<file path="src/dtag_pkg.sv">
// Shared types, constants and the arctangent table of the displacement address generator.
`timescale 1ns / 1ps

package dtag_pkg;

   // Fixed-point formats of the coordinate stream.
   localparam int COORD_FRAC_BITS = 16;
   localparam int COORD_WIDTH     = 20;
   localparam int PHASE_WIDTH     = 16;
   localparam int FRAC_WIDTH      = 5;
   localparam int INDEX_WIDTH     = 22;
   localparam int PACKED_WIDTH    = 32;
   localparam int SIZE_WIDTH      = 12;
   localparam int HALF_WIDTH      = SIZE_WIDTH - 1;
   localparam int DIAG_WIDTH      = 27;

   // Request bus width, rounded up to whole bytes.
   localparam int REQ_BITS  = 3 * COORD_WIDTH + PHASE_WIDTH;
   localparam int REQ_BYTES = (REQ_BITS + 7) / 8;
   localparam int REQ_DATA_WIDTH = REQ_BYTES * 8;

   // Position word and its integer part.
   localparam int POS_WIDTH = 32;
   localparam int COL_BITS  = POS_WIDTH - COORD_FRAC_BITS;
   localparam int COL_OUT_WIDTH = SIZE_WIDTH - 1;

   // Pipeline shape.
   localparam int CORDIC_STEPS        = 16;
   localparam int CORDIC_STAGES       = CORDIC_STEPS + 1;
   localparam int SCALE_STAGES        = 3;
   localparam int MOD_STAGES          = 4;
   localparam int MOD_BITS_PER_STAGE  = COL_BITS / MOD_STAGES;
   localparam int WRAP_STAGES         = MOD_STAGES + 3;
   localparam int PIPE_STAGES         = CORDIC_STAGES + SCALE_STAGES + WRAP_STAGES;

   // CORDIC constants: angles are in 2^-32 turn, the vector in Q30.
   localparam int CORDIC_WIDTH = 33;
   localparam int TRIG_SHIFT   = 6;
   localparam int TRIG_WIDTH   = CORDIC_WIDTH - TRIG_SHIFT;
   localparam int TRIG_FRAC    = 24;
   localparam logic [31:0] CORDIC_GAIN_Q30 = 32'd652032874;
   localparam logic [PHASE_WIDTH-1:0] QUARTER_TURN = 16'd16384;

   // Largest subpixel fraction.
   localparam logic [FRAC_WIDTH-1:0] FRAC_MAX = 5'd31;

   // Configuration port.
   localparam int CSR_INDEX_WIDTH = 3;
   localparam int CSR_DATA_WIDTH  = DIAG_WIDTH;

   typedef enum logic [CSR_INDEX_WIDTH-1:0] {
      REG_FRAME_WIDTH   = 3'd0,
      REG_FRAME_HEIGHT  = 3'd1,
      REG_WRAP_MODE     = 3'd2,
      REG_SUBPIXEL_MODE = 3'd3,
      REG_RECT_MODE     = 3'd4,
      REG_HALF_DIAGONAL = 3'd5
   } csr_index_type;

   // Effective configuration seen by the datapath.
   typedef struct packed {
      logic [SIZE_WIDTH-1:0] width;
      logic [SIZE_WIDTH-1:0] height;
      logic [HALF_WIDTH-1:0] half_w;
      logic [HALF_WIDTH-1:0] half_h;
      logic                  wrap;
      logic                  subpixel;
      logic                  rect;
      logic [DIAG_WIDTH-1:0] half_diag;
   } cfg_type;

   // Coordinate fields carried alongside the CORDIC.
   typedef struct packed {
      logic signed [COORD_WIDTH-1:0] ndc_x;
      logic signed [COORD_WIDTH-1:0] ndc_y;
      logic signed [COORD_WIDTH-1:0] norm_dist;
   } payload_type;

   // One axis on its way through the remainder pipeline.
   typedef struct packed {
      logic                     neg;
      logic [COL_BITS-1:0]      mag;
      logic [FRAC_WIDTH-1:0]    frac;
      logic [COL_OUT_WIDTH-1:0] rem;
   } axis_type;

   // Arctangent of 2^-i in 2^-32 turn.
   function automatic logic [31:0] atan_turns(input int idx);
      logic [31:0] val;
      case (idx)
         0:  val = 32'h20000000;
         1:  val = 32'h12E4051E;
         2:  val = 32'h09FB385B;
         3:  val = 32'h051111D4;
         4:  val = 32'h028B0D43;
         5:  val = 32'h0145D7E1;
         6:  val = 32'h00A2F61E;
         7:  val = 32'h00517C55;
         8:  val = 32'h0028BE53;
         9:  val = 32'h00145F2F;
         10: val = 32'h000A2F98;
         11: val = 32'h000517CC;
         12: val = 32'h00028BE6;
         13: val = 32'h000145F3;
         14: val = 32'h0000A2FA;
         15: val = 32'h0000517D;
         16: val = 32'h000028BE;
         17: val = 32'h0000145F;
         18: val = 32'h00000A30;
         19: val = 32'h00000518;
         20: val = 32'h0000028C;
         21: val = 32'h00000146;
         22: val = 32'h000000A3;
         23: val = 32'h00000051;
         default: val = 32'h00000000;
      endcase
      return val;
   endfunction

endpackage

</file>
<file path="src/dtag_cordic.sv">
// Pipelined CORDIC that turns the phase into cosine and sine: an entry stage, then one rotation per stage.
`timescale 1ns / 1ps

module dtag_cordic (
   input  logic                                    clock,
   input  logic [dtag_pkg::CORDIC_STAGES-1:0]      stage_en,
   input  dtag_pkg::payload_type                   in_pay,
   input  logic [dtag_pkg::PHASE_WIDTH-1:0]        in_phase,
   output logic signed [dtag_pkg::CORDIC_WIDTH-1:0] out_x,
   output logic signed [dtag_pkg::CORDIC_WIDTH-1:0] out_y,
   output logic                                    out_neg,
   output dtag_pkg::payload_type                   out_pay
);

   localparam int W = dtag_pkg::CORDIC_WIDTH;
   localparam int N = dtag_pkg::CORDIC_STEPS;

   logic signed [W-1:0]   x_ff   [N+1];
   logic signed [W-1:0]   y_ff   [N+1];
   logic signed [W-1:0]   z_ff   [N+1];
   logic                  neg_ff [N+1];
   dtag_pkg::payload_type pay_ff [N+1];

   logic [dtag_pkg::PHASE_WIDTH-1:0] phase_in;
   logic [31:0]                      angle_in;
   logic                             fold_in;
   logic [31:0]                      angle_fold_in;

   // Start angle is the phase minus a quarter turn; the back half is folded by a half turn.
   always_comb begin
      phase_in      = in_phase - dtag_pkg::QUARTER_TURN;
      angle_in      = {phase_in, 16'h0000};
      fold_in       = angle_in[31] ^ angle_in[30];
      angle_fold_in = {angle_in[31] ^ fold_in, angle_in[30:0]};
   end

   // Entry stage.
   always_ff @(posedge clock) begin
      if (stage_en[0]) begin
         x_ff[0]   <= W'(dtag_pkg::CORDIC_GAIN_Q30);
         y_ff[0]   <= '0;
         z_ff[0]   <= $signed({angle_fold_in[31], angle_fold_in});
         neg_ff[0] <= fold_in;
         pay_ff[0] <= in_pay;
      end
   end

   // One rotation step per stage.
   for (genvar k = 0; k < N; k++) begin : g_step
      logic signed [W-1:0] dx_in;
      logic signed [W-1:0] dy_in;
      logic signed [W-1:0] atan_in;
      logic signed [W-1:0] x_in;
      logic signed [W-1:0] y_in;
      logic signed [W-1:0] z_in;

      always_comb begin
         dx_in   = y_ff[k] >>> k;
         dy_in   = x_ff[k] >>> k;
         atan_in = $signed({1'b0, dtag_pkg::atan_turns(k)});
         if (!z_ff[k][W-1]) begin
            x_in = x_ff[k] - dx_in;
            y_in = y_ff[k] + dy_in;
            z_in = z_ff[k] - atan_in;
         end else begin
            x_in = x_ff[k] + dx_in;
            y_in = y_ff[k] - dy_in;
            z_in = z_ff[k] + atan_in;
         end
      end

      always_ff @(posedge clock) begin
         if (stage_en[k+1]) begin
            x_ff[k+1]   <= x_in;
            y_ff[k+1]   <= y_in;
            z_ff[k+1]   <= z_in;
            neg_ff[k+1] <= neg_ff[k];
            pay_ff[k+1] <= pay_ff[k];
         end
      end
   end

   assign out_x   = x_ff[N];
   assign out_y   = y_ff[N];
   assign out_neg = neg_ff[N];
   assign out_pay = pay_ff[N];

endmodule

</file>
<file path="config.mk">
export PLATFORM = sky130hd
export DESIGN_NAME = dtag_cordic
export DESIGN_NICKNAME = d
export VERILOG_FILES = /design/src/dtag_pkg.sv /design/src/dtag_cordic.sv
export SDC_FILE = /design/constraint.sdc
export NUM_CORES = 2
export LEC_CHECK = 0
export BUFFER_PORTS_ARGS = -buffer_cell sky130_fd_sc_hd__buf_2
export CAP_MARGIN = 10
export CORE_ASPECT_RATIO = 2
export CORE_MARGIN = 2
export CORE_UTILIZATION = 36
export DETAILED_ROUTE_END_ITERATION = 10
export REMOVE_ABC_BUFFERS = 1
export SYNTH_ARGS = -nofsm -noshare
export SYNTH_HDL_FRONTEND = slang
export SYNTH_SLANG_ARGS = --single-unit
</file>
<file path="constraint.sdc">
create_clock -name clock -period 4.9 [get_ports clock]
set_input_delay 0.735 -clock clock [delete_from_list [all_inputs] [get_ports clock]]
set_output_delay 0.735 -clock clock [all_outputs]
set_load 0.02 [all_outputs]
</file>
Word-level counts from Yosys, hierarchy flattened
Memories as Yosys holds them, arrays and structs flattened.
Cells that the tools add are included.
{"block": "totals", "ff_bits": 0, "ram_bits": 2720, "input_bits": 94, "out_inout_bits": 127, "wordCells": 185, "n_memories": 5}
{"block": "classes", "n_addsub": 96, "n_mux": 82, "bitwise_logic": 2}
{"memory": "pay_ff", "depth": 17, "word_bits": 60, "read_ports": 17, "rd_clocked_by_memory_dff": 0, "wr": 17, "line_no": "dtag_cordic.sv:22", "text": "dtag_pkg::payload_type pay_ff [N+1];"}
{"memory": "x_ff", "depth": 17, "word_bits": 33, "read_ports": 17, "rd_clocked_by_memory_dff": 0, "wr": 17, "line_no": "dtag_cordic.sv:18", "text": "logic signed [W-1:0] x_ff [N+1];"}
{"memory": "y_ff", "depth": 17, "word_bits": 33, "read_ports": 17, "rd_clocked_by_memory_dff": 0, "wr": 17, "line_no": "dtag_cordic.sv:19", "text": "logic signed [W-1:0] y_ff [N+1];"}
{"memory": "z_ff", "depth": 17, "word_bits": 33, "read_ports": 16, "rd_clocked_by_memory_dff": 0, "wr": 17, "line_no": "dtag_cordic.sv:20", "text": "logic signed [W-1:0] z_ff [N+1];"}
{"memory": "neg_ff", "depth": 17, "word_bits": 1, "read_ports": 17, "rd_clocked_by_memory_dff": 0, "wr": 17, "line_no": "dtag_cordic.sv:21", "text": "logic neg_ff [N+1];"}
{"cell": "$mux W33", "n": 48}
{"cell": "$add A33 B18 Y33", "n": 2}
{"cell": "$add A33 B19 Y33", "n": 2}
{"cell": "$add A33 B20 Y33", "n": 2}
{"cell": "$add A33 B21 Y33", "n": 2}
{"cell": "$add A33 B22 Y33", "n": 2}
{"cell": "$add A33 B23 Y33", "n": 2}
{"cell": "$add A33 B24 Y33", "n": 2}
{"cell": "$add A33 B25 Y33", "n": 2}
{"cell": "$add A33 B26 Y33", "n": 2}
{"cell": "$add A33 B27 Y33", "n": 2}
{"cell": "$add A33 B28 Y33", "n": 2}
{"cell": "$add A33 B29 Y33", "n": 2}
{"cell": "$add A33 B30 Y33", "n": 2}
{"cell": "$add A33 B31 Y33", "n": 2}
{"cell": "$add A33 B32 Y33", "n": 2}
{"cell": "$sub A33 B18 Y33", "n": 2}
{"cell": "$sub A33 B19 Y33", "n": 2}
{"cell": "$sub A33 B20 Y33", "n": 2}
{"cell": "$sub A33 B21 Y33", "n": 2}
{"cell": "$sub A33 B22 Y33", "n": 2}
{"cell": "$sub A33 B23 Y33", "n": 2}
{"cell": "$sub A33 B24 Y33", "n": 2}
{"cell": "$sub A33 B25 Y33", "n": 2}
{"cell": "other kinds (44)", "n": 86}

Depth between registers and ports, before layout
{"block": "depth", "word_depth": 3, "depth_mapped": 22, "ltp_nobuf": 21}

Worst setup path after synthesis
No wires, ideal clock.
{"block": "synth_path", "path_kind": "reg-to-reg", "startpoint": "memory z_ff[0][98] (netlist bit)", "endpoint": "memory y_ff[0][129] (netlist bit) (data pin)", "setup_ns": 0.259, "t_arrival_ns": 4.399, "required_ns": 4.641, "path_slack_ns": 0.242, "stages_incl_launch_ff": 17, "path_buffers": 3, "synth_period_minus_slack_ns": 4.658, "cell_sequence": "edfxtp_1 > clkbuf_1 > buf_1 > buf_1 > mux2i_1 > ha_1 > nor2b_1 > o31a_1 > o211a_1 > o21ai_0 > a31oi_1 > o211ai_1 > a21oi_1 > a2111oi_0 > nor3_1 > or2_2 > xor2_1"}
{"element": "from (decl)", "line_no": "dtag_cordic.sv:20"}
{"element": "to (decl)", "line_no": "dtag_cordic.sv:19"}

==> flow_summary_export.csv <==
group,metric,value,unit
clock_network,cts.clk_slew.worst_paths,70,ps
drt,antenna_left,0,
drt,via_count,102000,
finish,drive_gt1_share,12.9,%
synthesis,synth_area_leader_cell,"edfxtp_1",
synthesis,synth_enable_flop_cells,2438,
floorplan,dieHeight,910,microns
setup_path,critPathKind,"reg -> reg",
run,drv_cap,0,
drt,routed_wl,383,mm
finish,fillers,38700,
finish,syn_to_final_growth,16.5,%
floorplan,initial_core_util,36.1,%
clock_network,insertion_delay,960,ps
synthesis,synth-seq-area-share,49.6,%
finish,regArea,73200,sq um
global_routing,grt_use_total,17.9,%
setup_path,r2r-end,"y_ff[0][526]",
floorplan,core,408000,sq um
synthesis,async_flop_share,0,%
finish,multi_input_area,72100,sq um
clock_network,numCtsBuffers,236,
min_path,hold_path.class,"in -> reg",
setup_path,ff2ff_path_depth,20,
drt,wl_met2,221,mm
synthesis,ys_ff_latch,2438,
drt,met3_length,8.60,mm
clock_network,cts_buffer_depth,4,
drt,wl_per_cell,19.2,microns
timing,max_freq,212,MHz
clock_network,cts_tree,"built",
setup_path,reg2reg_from,"x_ff[14][15]",
drt,drt_iter0_drc,3839,
drt,dr.pass1.iters,5,
setup_path,arrival,5370,ps
global_routing,grt_overflow_total,0,
global_routing,grt_pass1_vias,107000,
min_path,holdPathEnd,"pay_ff[0][37]",
place,place_hpwl,312,mm
drt,remaining_drc_errors,0,
synthesis,synth.avg_cell_area,11.3,sq um
timing,setup_viol,0,
clock_network,h-tree-depth,4,
global_routing,grt_max_degree,106,
timing,hold_viol,0,
drt,top_layer,"met4",
outcome,status,"complete, no violations",
synthesis,synthTopCellsByArea,"edfxtp_1, ha_1, xnor2_1",
min_path,whs_path_depth,1,
synthesis,netlist_area,148000,sq um
timing,slew_headroom,22.7,%
floorplan,rows,332,
floorplan,die-area,415000,sq um
synthesis,postSynthCellCount,13100,
timing,fin_skew,91.1,ps
synthesis,ys_warn_count,0,
drt,viasPerCell,5.13,
timing,min_period_over_period,96.3,%
place,gp_congestion,0.994,
global_routing,antenna_found_initial,6,
clock_network,cts-root-buf,"clkbuf_16",
timing,fin_crit,4720,ps
floorplan,pin_count,221,
setup_path,required,5550,ps
timing,worst_pin_slew,1150,ps
timing,drv_slew,0,
place,placed_area,163000,sq um
setup_path,critPathLaunchType,"flip-flop",
floorplan,fp.dieW,457,microns
setup_path,end_kind,"flip-flop",
drt,drt-met1-wl,111,mm
clock_network,cts.sinks,2438,
synthesis,synth.top_cell.area_share,49.6,%
global_routing,grt_pass1_wl,578,mm
synthesis,ys_types,87,
finish,fin_area,172000,sq um
min_path,hold_start,"in_pay[37]",
setup_path,r2r_setup_slack,180,ps
place,numPortBuffers,220,
synthesis,synth_ff_type,"edfxtp_1",
finish,nets,15900,
setup_path,path_max_fanout,5,
-- worst max-delay path by stage --
stage	from	endpoint	slack [ps]	cells past startpoint
after floorplan	z_ff[0][98]	z_ff[0][130]	-470	13
after global placement	x_ff[5][6]	y_ff[0][229]	-110	20
after detailed placement	x_ff[5][6]	y_ff[0][229]	-100	20
after CTS	y_ff[0][513]	x_ff[16][32]	7	17
after global routing	y_ff[0][478]	x_ff[15][30]	-40	23
final	x_ff[14][15]	y_ff[0][526]	180	20
-- cells in the mapped netlist (all sizes together) (14+ instances only) --
master and count:
a211o 41, or4 32, a21oi 1363, nor2 1092
xnor2 1145, nand3b 14, o21a 228, o41ai 31
o31a 27, edfxtp 2438, and4 18, o211ai 50
and3 121, nand2b 149, ha 1349, a31o 22
nor2b 175, a2111oi 26, a221oi 22, o31ai 41
nand2 505, mux2i 52, a21boi 33, fa 42
a31oi 132, or2 37, inv 541, o21ai 551
nor3b 44, nor4 90, buf 74, nand4 84
a41oi 33, a221o 17, clkbuf 131, o21bai 160
a211oi 104, nor3 330, mux2 66, and2 77
a21o 578, or3 72, nand3 178, xor2 583
-- repair_timing --
| item | in CTS | in global routing |
|---|---|---|
| setup endpoints to repair | 16 | 123 |
| endpoints found under the hold margin | 70 | 0 |
| buffers inserted | 0 | 18 |
| pin swaps | 0 | 14 |
| gates resized for setup | 11 | 142 |
| hold buffers | 69 | 0 |
-- sequential cells by signal, indices dropped and copies added, names as in the netlist --
register / cells
neg_ff: 17
pay_ff: 1020
x_ff: 470
y_ff: 496
z_ff: 435
-- cell type report --
class,instances,share of cell area (%)
clock buffer,270,3.52
tap,5344,3.89
clock inverter,154,1.01
sequential,2438,42.6
multi-input combinational,9881,41.9
timing repair buffer,1340,5.89
antenna,3,0.00436
inverter,542,1.18
-- layout by cell type (no fill, tap or decap), drive strengths merged, types with 178 or more instances in the layout --
cell type | Yosys | routed
xor2 | 583 | 583
inv | 541 | 556
nor2 | 1092 | 1092
o21a | 228 | 228
buf | 74 | 1271
xnor2 | 1145 | 1145
a21oi | 1363 | 1363
nand3 | 178 | 178
ha | 1349 | 1349
nor3 | 330 | 330
o21ai | 551 | 551
edfxtp | 2438 | 2438
nand2 | 505 | 505
clkbuf | 131 | 270
a21o | 578 | 578
-- metal layers --
metal | up-vias | GRT usage (%)
met5 | - | 0
met4 | 0 | 16.7
met3 | 1254 | 1.76
met2 | 1818 | 37.9
met1 | 47900 | 13.4
li1 | 51500 | -
-- through the flow --
step	TNS, ps	utilization [%]	setup slack, ps	hold slack (ps)	std cells
after floorplan	-6780	-	-467	400	12900
after global placement	-378	39.8	-106	401	19500
after detailed placement	-224	39.8	-105	405	19500
after CTS	0	41.9	7.14	4.78	20000
after global routing	-85.1	42.1	-39.8	15.8	20000
final	0	42.1	183	73.7	20000
-- logic make-up after synthesis --
family	share of synthesized area, %
fa+ha+maj	12.0
buf+inv	1.98
mux	0.856
simple gates	10.0
compound gates	15.3
flops	49.6
xor+xnor	10.3
-- worst max-delay path, stage by stage, from the launching register on --
cell and delay, ps:
edfxtp_1 490, inv_1 100, ha_1 160, nor3b_1 480, and2_1 350, nand2_1 80
nand2_1 140, o21ai_0 130, xnor2_1 510, ha_1 410, a21o_1 200, a21o_1 160
a21oi_1 200, nor2_1 70, a211oi_1 250, nand2_1 80, a21oi_1 140, buf_4 140
o211ai_1 130, mux2i_1 180, nand2_1 60
Power is left out: the tool's default activity adds up to more than one toggle a clock period on the data nets, which glitch-free logic cannot reach.
