<file path="src/dtag_pkg.sv">
// Shared types, constants and the arctangent table of the displacement address generator.
`timescale 1ns / 1ps

package dtag_pkg;

   // Fixed-point formats of the coordinate stream.
   localparam int COORD_FRAC_BITS = 16;
   localparam int COORD_WIDTH     = 20;
   localparam int PHASE_WIDTH     = 16;
   localparam int FRAC_WIDTH      = 5;
   localparam int INDEX_WIDTH     = 22;
   localparam int PACKED_WIDTH    = 32;
   localparam int SIZE_WIDTH      = 12;
   localparam int HALF_WIDTH      = SIZE_WIDTH - 1;
   localparam int DIAG_WIDTH      = 27;

   // Request bus width, rounded up to whole bytes.
   localparam int REQ_BITS  = 3 * COORD_WIDTH + PHASE_WIDTH;
   localparam int REQ_BYTES = (REQ_BITS + 7) / 8;
   localparam int REQ_DATA_WIDTH = REQ_BYTES * 8;

   // Position word and its integer part.
   localparam int POS_WIDTH = 32;
   localparam int COL_BITS  = POS_WIDTH - COORD_FRAC_BITS;
   localparam int COL_OUT_WIDTH = SIZE_WIDTH - 1;

   // Pipeline shape.
   localparam int CORDIC_STEPS        = 16;
   localparam int CORDIC_STAGES       = CORDIC_STEPS + 1;
   localparam int SCALE_STAGES        = 3;
   localparam int MOD_STAGES          = 4;
   localparam int MOD_BITS_PER_STAGE  = COL_BITS / MOD_STAGES;
   localparam int WRAP_STAGES         = MOD_STAGES + 3;
   localparam int PIPE_STAGES         = CORDIC_STAGES + SCALE_STAGES + WRAP_STAGES;

   // CORDIC constants: angles are in 2^-32 turn, the vector in Q30.
   localparam int CORDIC_WIDTH = 33;
   localparam int TRIG_SHIFT   = 6;
   localparam int TRIG_WIDTH   = CORDIC_WIDTH - TRIG_SHIFT;
   localparam int TRIG_FRAC    = 24;
   localparam logic [31:0] CORDIC_GAIN_Q30 = 32'd652032874;
   localparam logic [PHASE_WIDTH-1:0] QUARTER_TURN = 16'd16384;

   // Largest subpixel fraction.
   localparam logic [FRAC_WIDTH-1:0] FRAC_MAX = 5'd31;

   // Configuration port.
   localparam int CSR_INDEX_WIDTH = 3;
   localparam int CSR_DATA_WIDTH  = DIAG_WIDTH;

   typedef enum logic [CSR_INDEX_WIDTH-1:0] {
      REG_FRAME_WIDTH   = 3'd0,
      REG_FRAME_HEIGHT  = 3'd1,
      REG_WRAP_MODE     = 3'd2,
      REG_SUBPIXEL_MODE = 3'd3,
      REG_RECT_MODE     = 3'd4,
      REG_HALF_DIAGONAL = 3'd5
   } csr_index_type;

   // Effective configuration seen by the datapath.
   typedef struct packed {
      logic [SIZE_WIDTH-1:0] width;
      logic [SIZE_WIDTH-1:0] height;
      logic [HALF_WIDTH-1:0] half_w;
      logic [HALF_WIDTH-1:0] half_h;
      logic                  wrap;
      logic                  subpixel;
      logic                  rect;
      logic [DIAG_WIDTH-1:0] half_diag;
   } cfg_type;

   // Coordinate fields carried alongside the CORDIC.
   typedef struct packed {
      logic signed [COORD_WIDTH-1:0] ndc_x;
      logic signed [COORD_WIDTH-1:0] ndc_y;
      logic signed [COORD_WIDTH-1:0] norm_dist;
   } payload_type;

   // One axis on its way through the remainder pipeline.
   typedef struct packed {
      logic                     neg;
      logic [COL_BITS-1:0]      mag;
      logic [FRAC_WIDTH-1:0]    frac;
      logic [COL_OUT_WIDTH-1:0] rem;
   } axis_type;

   // Arctangent of 2^-i in 2^-32 turn.
   function automatic logic [31:0] atan_turns(input int idx);
      logic [31:0] val;
      case (idx)
         0:  val = 32'h20000000;
         1:  val = 32'h12E4051E;
         2:  val = 32'h09FB385B;
         3:  val = 32'h051111D4;
         4:  val = 32'h028B0D43;
         5:  val = 32'h0145D7E1;
         6:  val = 32'h00A2F61E;
         7:  val = 32'h00517C55;
         8:  val = 32'h0028BE53;
         9:  val = 32'h00145F2F;
         10: val = 32'h000A2F98;
         11: val = 32'h000517CC;
         12: val = 32'h00028BE6;
         13: val = 32'h000145F3;
         14: val = 32'h0000A2FA;
         15: val = 32'h0000517D;
         16: val = 32'h000028BE;
         17: val = 32'h0000145F;
         18: val = 32'h00000A30;
         19: val = 32'h00000518;
         20: val = 32'h0000028C;
         21: val = 32'h00000146;
         22: val = 32'h000000A3;
         23: val = 32'h00000051;
         default: val = 32'h00000000;
      endcase
      return val;
   endfunction

endpackage

</file>
<file path="src/dtag_wrap.sv">
// Splits positions into pixel and fraction, wraps or clamps them and packs the table entry.
`timescale 1ns / 1ps

module dtag_wrap (
   input  logic                                  clock,
   input  logic [dtag_pkg::WRAP_STAGES-1:0]      stage_en,
   input  dtag_pkg::cfg_type                     cfg,
   input  logic signed [dtag_pkg::POS_WIDTH-1:0] pos_x,
   input  logic signed [dtag_pkg::POS_WIDTH-1:0] pos_y,
   output logic [dtag_pkg::PACKED_WIDTH-1:0]     packed_entry
);

   localparam int F   = dtag_pkg::COORD_FRAC_BITS;
   localparam int PW  = dtag_pkg::POS_WIDTH;
   localparam int SW  = dtag_pkg::SIZE_WIDTH;
   localparam int CB  = dtag_pkg::COL_BITS;
   localparam int CO  = dtag_pkg::COL_OUT_WIDTH;
   localparam int FW  = dtag_pkg::FRAC_WIDTH;
   localparam int MS  = dtag_pkg::MOD_STAGES;
   localparam int BPS = dtag_pkg::MOD_BITS_PER_STAGE;
   localparam int IXW = CO + SW + 1;

   // Unless subpixel add a half; truncate toward zero; keep top fraction bits, signed.
   function automatic dtag_pkg::axis_type split_pos(input logic signed [PW-1:0] pos,
                                                    input logic subpix);
      logic signed [PW:0] p;
      logic [PW:0]        mag;
      logic [FW-1:0]      f;
      dtag_pkg::axis_type r;
      p     = $signed({pos[PW-1], pos}) + (subpix ? '0 : $signed((PW+1)'(1 << (F - 1))));
      mag   = p[PW] ? -p : p;
      f     = mag[F-1 -: FW];
      r.neg  = p[PW];
      r.mag  = mag[F +: CB];
      r.frac = p[PW] ? -f : f;
      r.rem  = '0;
      return r;
   endfunction

   logic [SW-1:0] mod_x;
   logic [SW-1:0] mod_y;

   assign mod_x = cfg.subpixel ? cfg.width - SW'(1) : cfg.width;
   assign mod_y = cfg.subpixel ? cfg.height - SW'(1) : cfg.height;

   // Split and remainder stages, x in lane 0 and y in lane 1.
   dtag_pkg::axis_type ax_in [MS+1][2];
   dtag_pkg::axis_type ax_ff [MS+1][2];

   always_comb begin
      dtag_pkg::axis_type t;
      logic [SW-1:0]      r;
      logic [SW-1:0]      m;
      int                 bit_idx;
      ax_in[0][0] = split_pos(pos_x, cfg.subpixel);
      ax_in[0][1] = split_pos(pos_y, cfg.subpixel);
      for (int s = 1; s <= MS; s++) begin
         for (int a = 0; a < 2; a++) begin
            t = ax_ff[s-1][a];
            m = (a == 0) ? mod_x : mod_y;
            for (int j = 0; j < BPS; j++) begin
               bit_idx = CB - 1 - ((s - 1) * BPS + j);
               r = {t.rem, t.mag[bit_idx]};
               if (r >= m) begin
                  r = r - m;
               end
               t.rem = r[CO-1:0];
            end
            ax_in[s][a] = t;
         end
      end
   end

   always_ff @(posedge clock) begin
      for (int s = 0; s <= MS; s++) begin
         if (stage_en[s]) begin
            ax_ff[s][0] <= ax_in[s][0];
            ax_ff[s][1] <= ax_in[s][1];
         end
      end
   end

   // Wrap to a non-negative remainder or clamp to the edge.
   logic [CO-1:0] col_in  [2];
   logic [FW-1:0] frac_in [2];
   logic [CO-1:0] col_ff  [2];
   logic [FW-1:0] frac_ff [2];

   always_comb begin
      dtag_pkg::axis_type t;
      logic [SW-1:0]      sz;
      logic [SW-1:0]      m;
      logic [SW-1:0]      wrapped;
      logic               below;
      for (int a = 0; a < 2; a++) begin
         t       = ax_ff[MS][a];
         sz      = (a == 0) ? cfg.width : cfg.height;
         m       = (a == 0) ? mod_x : mod_y;
         below   = t.neg && (t.mag != '0);
         wrapped = (t.neg && (t.rem != '0)) ? m - {1'b0, t.rem} : {1'b0, t.rem};
         col_in[a]  = wrapped[CO-1:0];
         frac_in[a] = cfg.subpixel ? t.frac : '0;
         if (!cfg.wrap) begin
            if (cfg.subpixel) begin
               if (below) begin
                  col_in[a]  = '0;
                  frac_in[a] = '0;
               end else if (t.mag >= CB'(sz - SW'(1))) begin
                  col_in[a]  = CO'(sz - SW'(2));
                  frac_in[a] = dtag_pkg::FRAC_MAX;
               end else begin
                  col_in[a]  = t.mag[CO-1:0];
               end
            end else begin
               if (below) begin
                  col_in[a] = '0;
               end else if (t.mag > CB'(sz - SW'(1))) begin
                  col_in[a] = CO'(sz - SW'(1));
               end else begin
                  col_in[a] = t.mag[CO-1:0];
               end
            end
         end
      end
   end

   always_ff @(posedge clock) begin
      if (stage_en[MS+1]) begin
         col_ff[0]  <= col_in[0];
         col_ff[1]  <= col_in[1];
         frac_ff[0] <= frac_in[0];
         frac_ff[1] <= frac_in[1];
      end
   end

   // Row-major index and packing; this register is the result output.
   logic [IXW-1:0]                    index_in;
   logic [dtag_pkg::PACKED_WIDTH-1:0] packed_ff;

   assign index_in = IXW'(col_ff[0]) + col_ff[1] * IXW'(cfg.width);

   always_ff @(posedge clock) begin
      if (stage_en[MS+2]) begin
         packed_ff <= {frac_ff[0], frac_ff[1], index_in[dtag_pkg::INDEX_WIDTH-1:0]};
      end
   end

   assign packed_entry = packed_ff;

endmodule

</file>
<file path="config.mk">
export PLATFORM = sky130hd
export DESIGN_NAME = dtag_wrap
export DESIGN_NICKNAME = d
export VERILOG_FILES = /design/src/dtag_pkg.sv /design/src/dtag_wrap.sv
export SDC_FILE = /design/constraint.sdc
export NUM_CORES = 2
export LEC_CHECK = 0
export ABC_AREA = 0
export BUFFER_PORTS_ARGS = -buffer_cell sky130_fd_sc_hd__buf_2
export CAP_MARGIN = 20
export CORE_MARGIN = 8
export CORE_UTILIZATION = 45
export CTS_CLUSTER_DIAMETER = 30
export DETAILED_ROUTE_END_ITERATION = 8
export PLACE_DENSITY = 0.68
export REMOVE_ABC_BUFFERS = 1
export SLEW_MARGIN = 20
export SYNTH_ARGS = -nofsm -noshare
export SYNTH_HDL_FRONTEND = slang
export SYNTH_SLANG_ARGS = --single-unit
</file>
<file path="constraint.sdc">
create_clock -name clock -period 41.4 [get_ports clock]
set_clock_uncertainty 0.2 [all_clocks]
set_input_delay 8.28 -clock clock [delete_from_list [all_inputs] [get_ports clock]]
set_output_delay 8.28 -clock clock [all_outputs]
set_load 0.02 [all_outputs]
</file>
# Word level (Yosys, flattened, before mapping)
# Memories as Yosys holds them, arrays and structs flattened. A register that Yosys moved wholly into a read port is not among the register bits.
# Index checks and enable logic that the tools add are counted.
# word_totals
mem_bits_rw	362
wordCells	171
inputBits	148
regBits	32
mem_count	3
# mem_list
memory	words	word_bits	rd	rd_clocked_by_memory_dff	wr	line_no	source
ax_ff	5	66	5	0	5	dtag_wrap.sv:48	dtag_pkg::axis_type ax_ff [MS+1][2];
col_ff	2	11	2	0	2	dtag_wrap.sv:86	logic [CO-1:0] col_ff [2];
frac_ff	2	5	2	2	2	dtag_wrap.sv:87	logic [FW-1:0] frac_ff [2];
# classes
mux	75
n_lt_le_gt_ge	36
n_addsub	47
n_reduce_logical	8
mul	1
# op_table
operator	n
$mux W11	46
$ge A12 B12 Y1	32
$sub A11 B11 Y11	34
$add A32 B17 Y33	2
$mux W32	2
$neg A32 Y32	2
$mux W5	12
$ge A16 B16 Y1	2
$gt A16 B16 Y1	2
$reduce_bool A16 Y1	2
$sub A12 B1 Y13 const B	2
$mux W12	2
$sub A12 B1 Y12 const B	2
$add A11 B22 Y22	1
$mul A11 B12 Y22	1
$reduce_bool A11 Y1	2
$sub A11 B2 Y11 const B	2
$mux W16	1
$mux W1	12
$neg A5 Y5	2
$logic_and A1 B1 Y1	4

# Longest topological paths before layout
# logic_depth
word_depth	10
ltp_mapped	62
depth_no_buf	57

# Least setup slack after synthesis
# OpenSTA, ideal clock, no wires.
# synth_timing
path_type	input port to flip-flop
startpoint	in cfg[28] in the netlist's numbering
endpoint	mem ax_ff[2][39] in the netlist's numbering, data pin
path_slack_ns	20.193
arrival_time_ns	20.745
setup_ns	0.262
stages	59
path_cell_list	clkbuf_1 clkbuf_1 clkbuf_1 buf_1 xor2_1 ha_1 inv_1 fa_1 a21o_1 a21oi_1 a21oi_1 o21ai_0 a211oi_1 a311o_1 clkbuf_1 clkbuf_1 nor2_1 a21oi_1 [... 23 more ...] a31oi_2 mux2_2 ha_1 nor2b_1 o21ai_0 a21boi_0 o21ai_0 a21boi_0 o21ai_0 nand2b_1 and2_1 o21ai_0 nand2b_1 o21ai_0 a21oi_1 a311o_1 buf_2 mux2_1
# synth_rtl
item	line_no	source
start, declared	dtag_wrap.sv:7	input dtag_pkg::cfg_type cfg,
end, declared	dtag_wrap.sv:48	

==> reports/metrics.csv <==
metric,value,unit
synthCells,4228,
place.gp.congestion,0.906,
clkTransAtPathRegs,0.06,ns
slew_headroom,27.7,%
worst-path-max-fanout,21,
cts_setup_buffers,0,
cap_violations,0,
initialDrtViolationCount,1992,
htreeDepth,3,
ios,180,
cp.required,41.56,ns
min_period,22.20,ns
fmax,0.0450,GHz
vias_per_cell,5.51,
dp_slack,19.04,ns
postCtsHoldBufs,0,
path_delay_family,compound AO/OA/AOI/OAI gates,
vias,30754,
end_kind,register,
rr_endpoint,ax_ff[2][39],
r2r_cells,52,
nNetsFinal,5088,
yosys_warnings,0,
slowest_delay,0.67,ns
min_from,ax_ff[1][12],
core_area,86300,um2
setup_viol,0,
gr-max-usage-layer,met2,
synth_edf_count,372,
syn_to_final_growth,11.9,%
nFillCells,7890,
fp.dieH,310,um
grt_pass1_wl,155000,um
io_buffers,129,
outcome,"finished, final reports clean",
hp-class,reg2reg,
clk_path_buf_depth,3,
die_x,310,um
synth.avg_cell_area,9.23,um2
synth-seq-cells,372,
ys_types,94,
syn_area,39000,um2
hold_viol,0,
firstDrtPassIters,8,
grt_use_met3,3.67,%
antenna_found_initial,22,
track_usage,19.9,%
drive_gt1_share,11.3,%
gr-usage-met1,27.8,%
whs_endpoint,ax_ff[2][12],
cts.repair.resized,0,
r2r_slack,27.85,ns
async_reset_ff_share,0,%
cts_tree,yes,
r2r_start,ax_ff[1][60],
path_class,in2reg,
wl,97200,um
cts_sinks,372,
critPathLaunchType,input port,
grt_max_degree,67,
ys_seq_area_share,28.6,%
rsz0062_at_grt,false,
start_util,45.2,%
worstPathArrival,22.35,ns
wl_per_cell,17.4,um
min_period_over_period,53.6,%
rows,108,
synth-main-ff-cell,edfxtp_1,
tightest_slew,1.08,ns
cts_inserted_buffers,72,
clock_latency,0.63,ns
grt_use_met2,31.1,%
dpl.hpwl,74000,um
hold_depth,0,
antenna_left,0,
crit_slowest_cell,a31oi_2,
drc,0,
root_buffer,clkbuf_16,
drv_slew,0,
grt-ovfl-total,0,
dieArea,96400,um2
grt_pass1_vias,29765,
timing.setup.tns,0,ns
crit_buf_inv,5,
setup_ws,19.20,ns
[worst register-to-register path: cells and delay by family (launching register included)]
kind / cells / cell delay [ns]
adders and majority gates: 5 / 1.72
AOI/OAI and AO/OA: 33 / 7.90
buffers and inverters: 3 / 0.45
muxes: 4 / 1.38
DFF: 1 / 0.50
and+or+nand+nor: 7 / 1.15
[cells in the final DEF (no fill, tap or decap), types with 19 or more instances in the layout]
cell,n
ha_1,449
nand2_1,400
inv_1,377
edfxtp_1,372
o21ai_0,283
xnor2_1,274
nor2_1,269
a21oi_1,238
fa_1,131
mux2_2,130
buf_2,129
a21o_1,117
xor2_1,110
and2_1,83
nand2b_1,74
nor2b_1,72
clkbuf_16,72
nand4_1,69
nand3_1,68
nor3_1,61
buf_4,47
mux2i_1,46
o21a_1,42
a21boi_0,39
o31ai_1,31
o21bai_1,30
nor4_1,28
a31oi_1,23
o211ai_1,22
a211oi_1,21
and3_1,19
[Yosys cell counts, drive strengths merged (31+ instances only)]
cell type  instances  area, um2
a21boi            41        308
a21o             117        878
a21oi            241       1230
and2              84        526
buf               31        138
clkbuf            87        327
edfxtp           372      11200
fa               131       2620
ha               449       5620
inv              380       1430
mux2             156       1790
mux2i             46        460
nand2            400       1500
nand2b            74        463
nand3             68        340
nand4             69        432
nor2             269       1010
nor2b             72        450
nor3              63        320
nor4              32        219
o21a              42        315
o21ai            290       1460
o21bai            31        244
o31ai             31        233
xnor2            277       2430
xor2             119       1040
[final cells by class]
type,count,area [um2],share of cell area [%]
Antenna cell,15,37.5,0.0860
Clock buffer,77,1820,4.17
Clock inverter,53,717,1.64
Inverter,381,1430,3.28
Multi-Input combinational cell,3357,26000,59.6
Sequential cell,372,11200,25.6
Tap cell,1155,1450,3.31
Timing Repair Buffer,176,998,2.29
[per-stage QoR]
stage,area (um2),utilization [%],instances,hold slack [ns]
CTS,43600,50.5,5571,0.200
detailed placement,41100,47.6,5441,0.205
global route,43600,50.5,5579,0.197
floorplan,38500,-,4110,0.200
global placement,41100,47.6,5441,0.201
finish,43700,50.6,5586,0.198
[flip-flops by register name, indices dropped and copies added (netlist names)]
signal and count:
frac_ff 10, ax_ff 308, col_ff 22, packed_entry 32
[kinds of logic (layout without fill, tap and decap cells)]
| logic type | Yosys count | after routing | synth area share, % |
|---|---|---|---|
| and+or+nand+nor | 1218 | 1218 | 15.1 |
| AOI/OAI and AO/OA | 948 | 948 | 15.3 |
| adders and majority gates | 593 | 593 | 21.5 |
| buffers and inverters | 499 | 687 | 4.86 |
| xor gates and xnor gates | 396 | 396 | 8.91 |
| DFF | 372 | 372 | 28.6 |
| muxes | 202 | 202 | 5.77 |
| other | 0 | 15 | 0 |
[how the worst max path moves through the flow]
stage	from	cells after the start	slack [ns]	to
2_1_floorplan	cfg[65]	53	19.97	ax_ff[2][39]
3_3_place_gp	cfg[65]	55	19.10	ax_ff[2][39]
3_5_place_dp	cfg[65]	55	19.04	ax_ff[2][39]
4_1_cts	cfg[65]	55	19.50	ax_ff[2][39]
5_1_grt	cfg[65]	56	17.88	ax_ff[2][39]
6_report	cfg[65]	56	19.20	ax_ff[2][39]
[routing by layer]
layer,routed length (um),share of wire (%)
met3,6150,6.3
met4,2550,2.6
met5,52,0.054
met1,46500,48
met2,41900,43
Power is not shown: default switching activity piles up to over one toggle a cycle in this logic, so the estimate is an artifact.
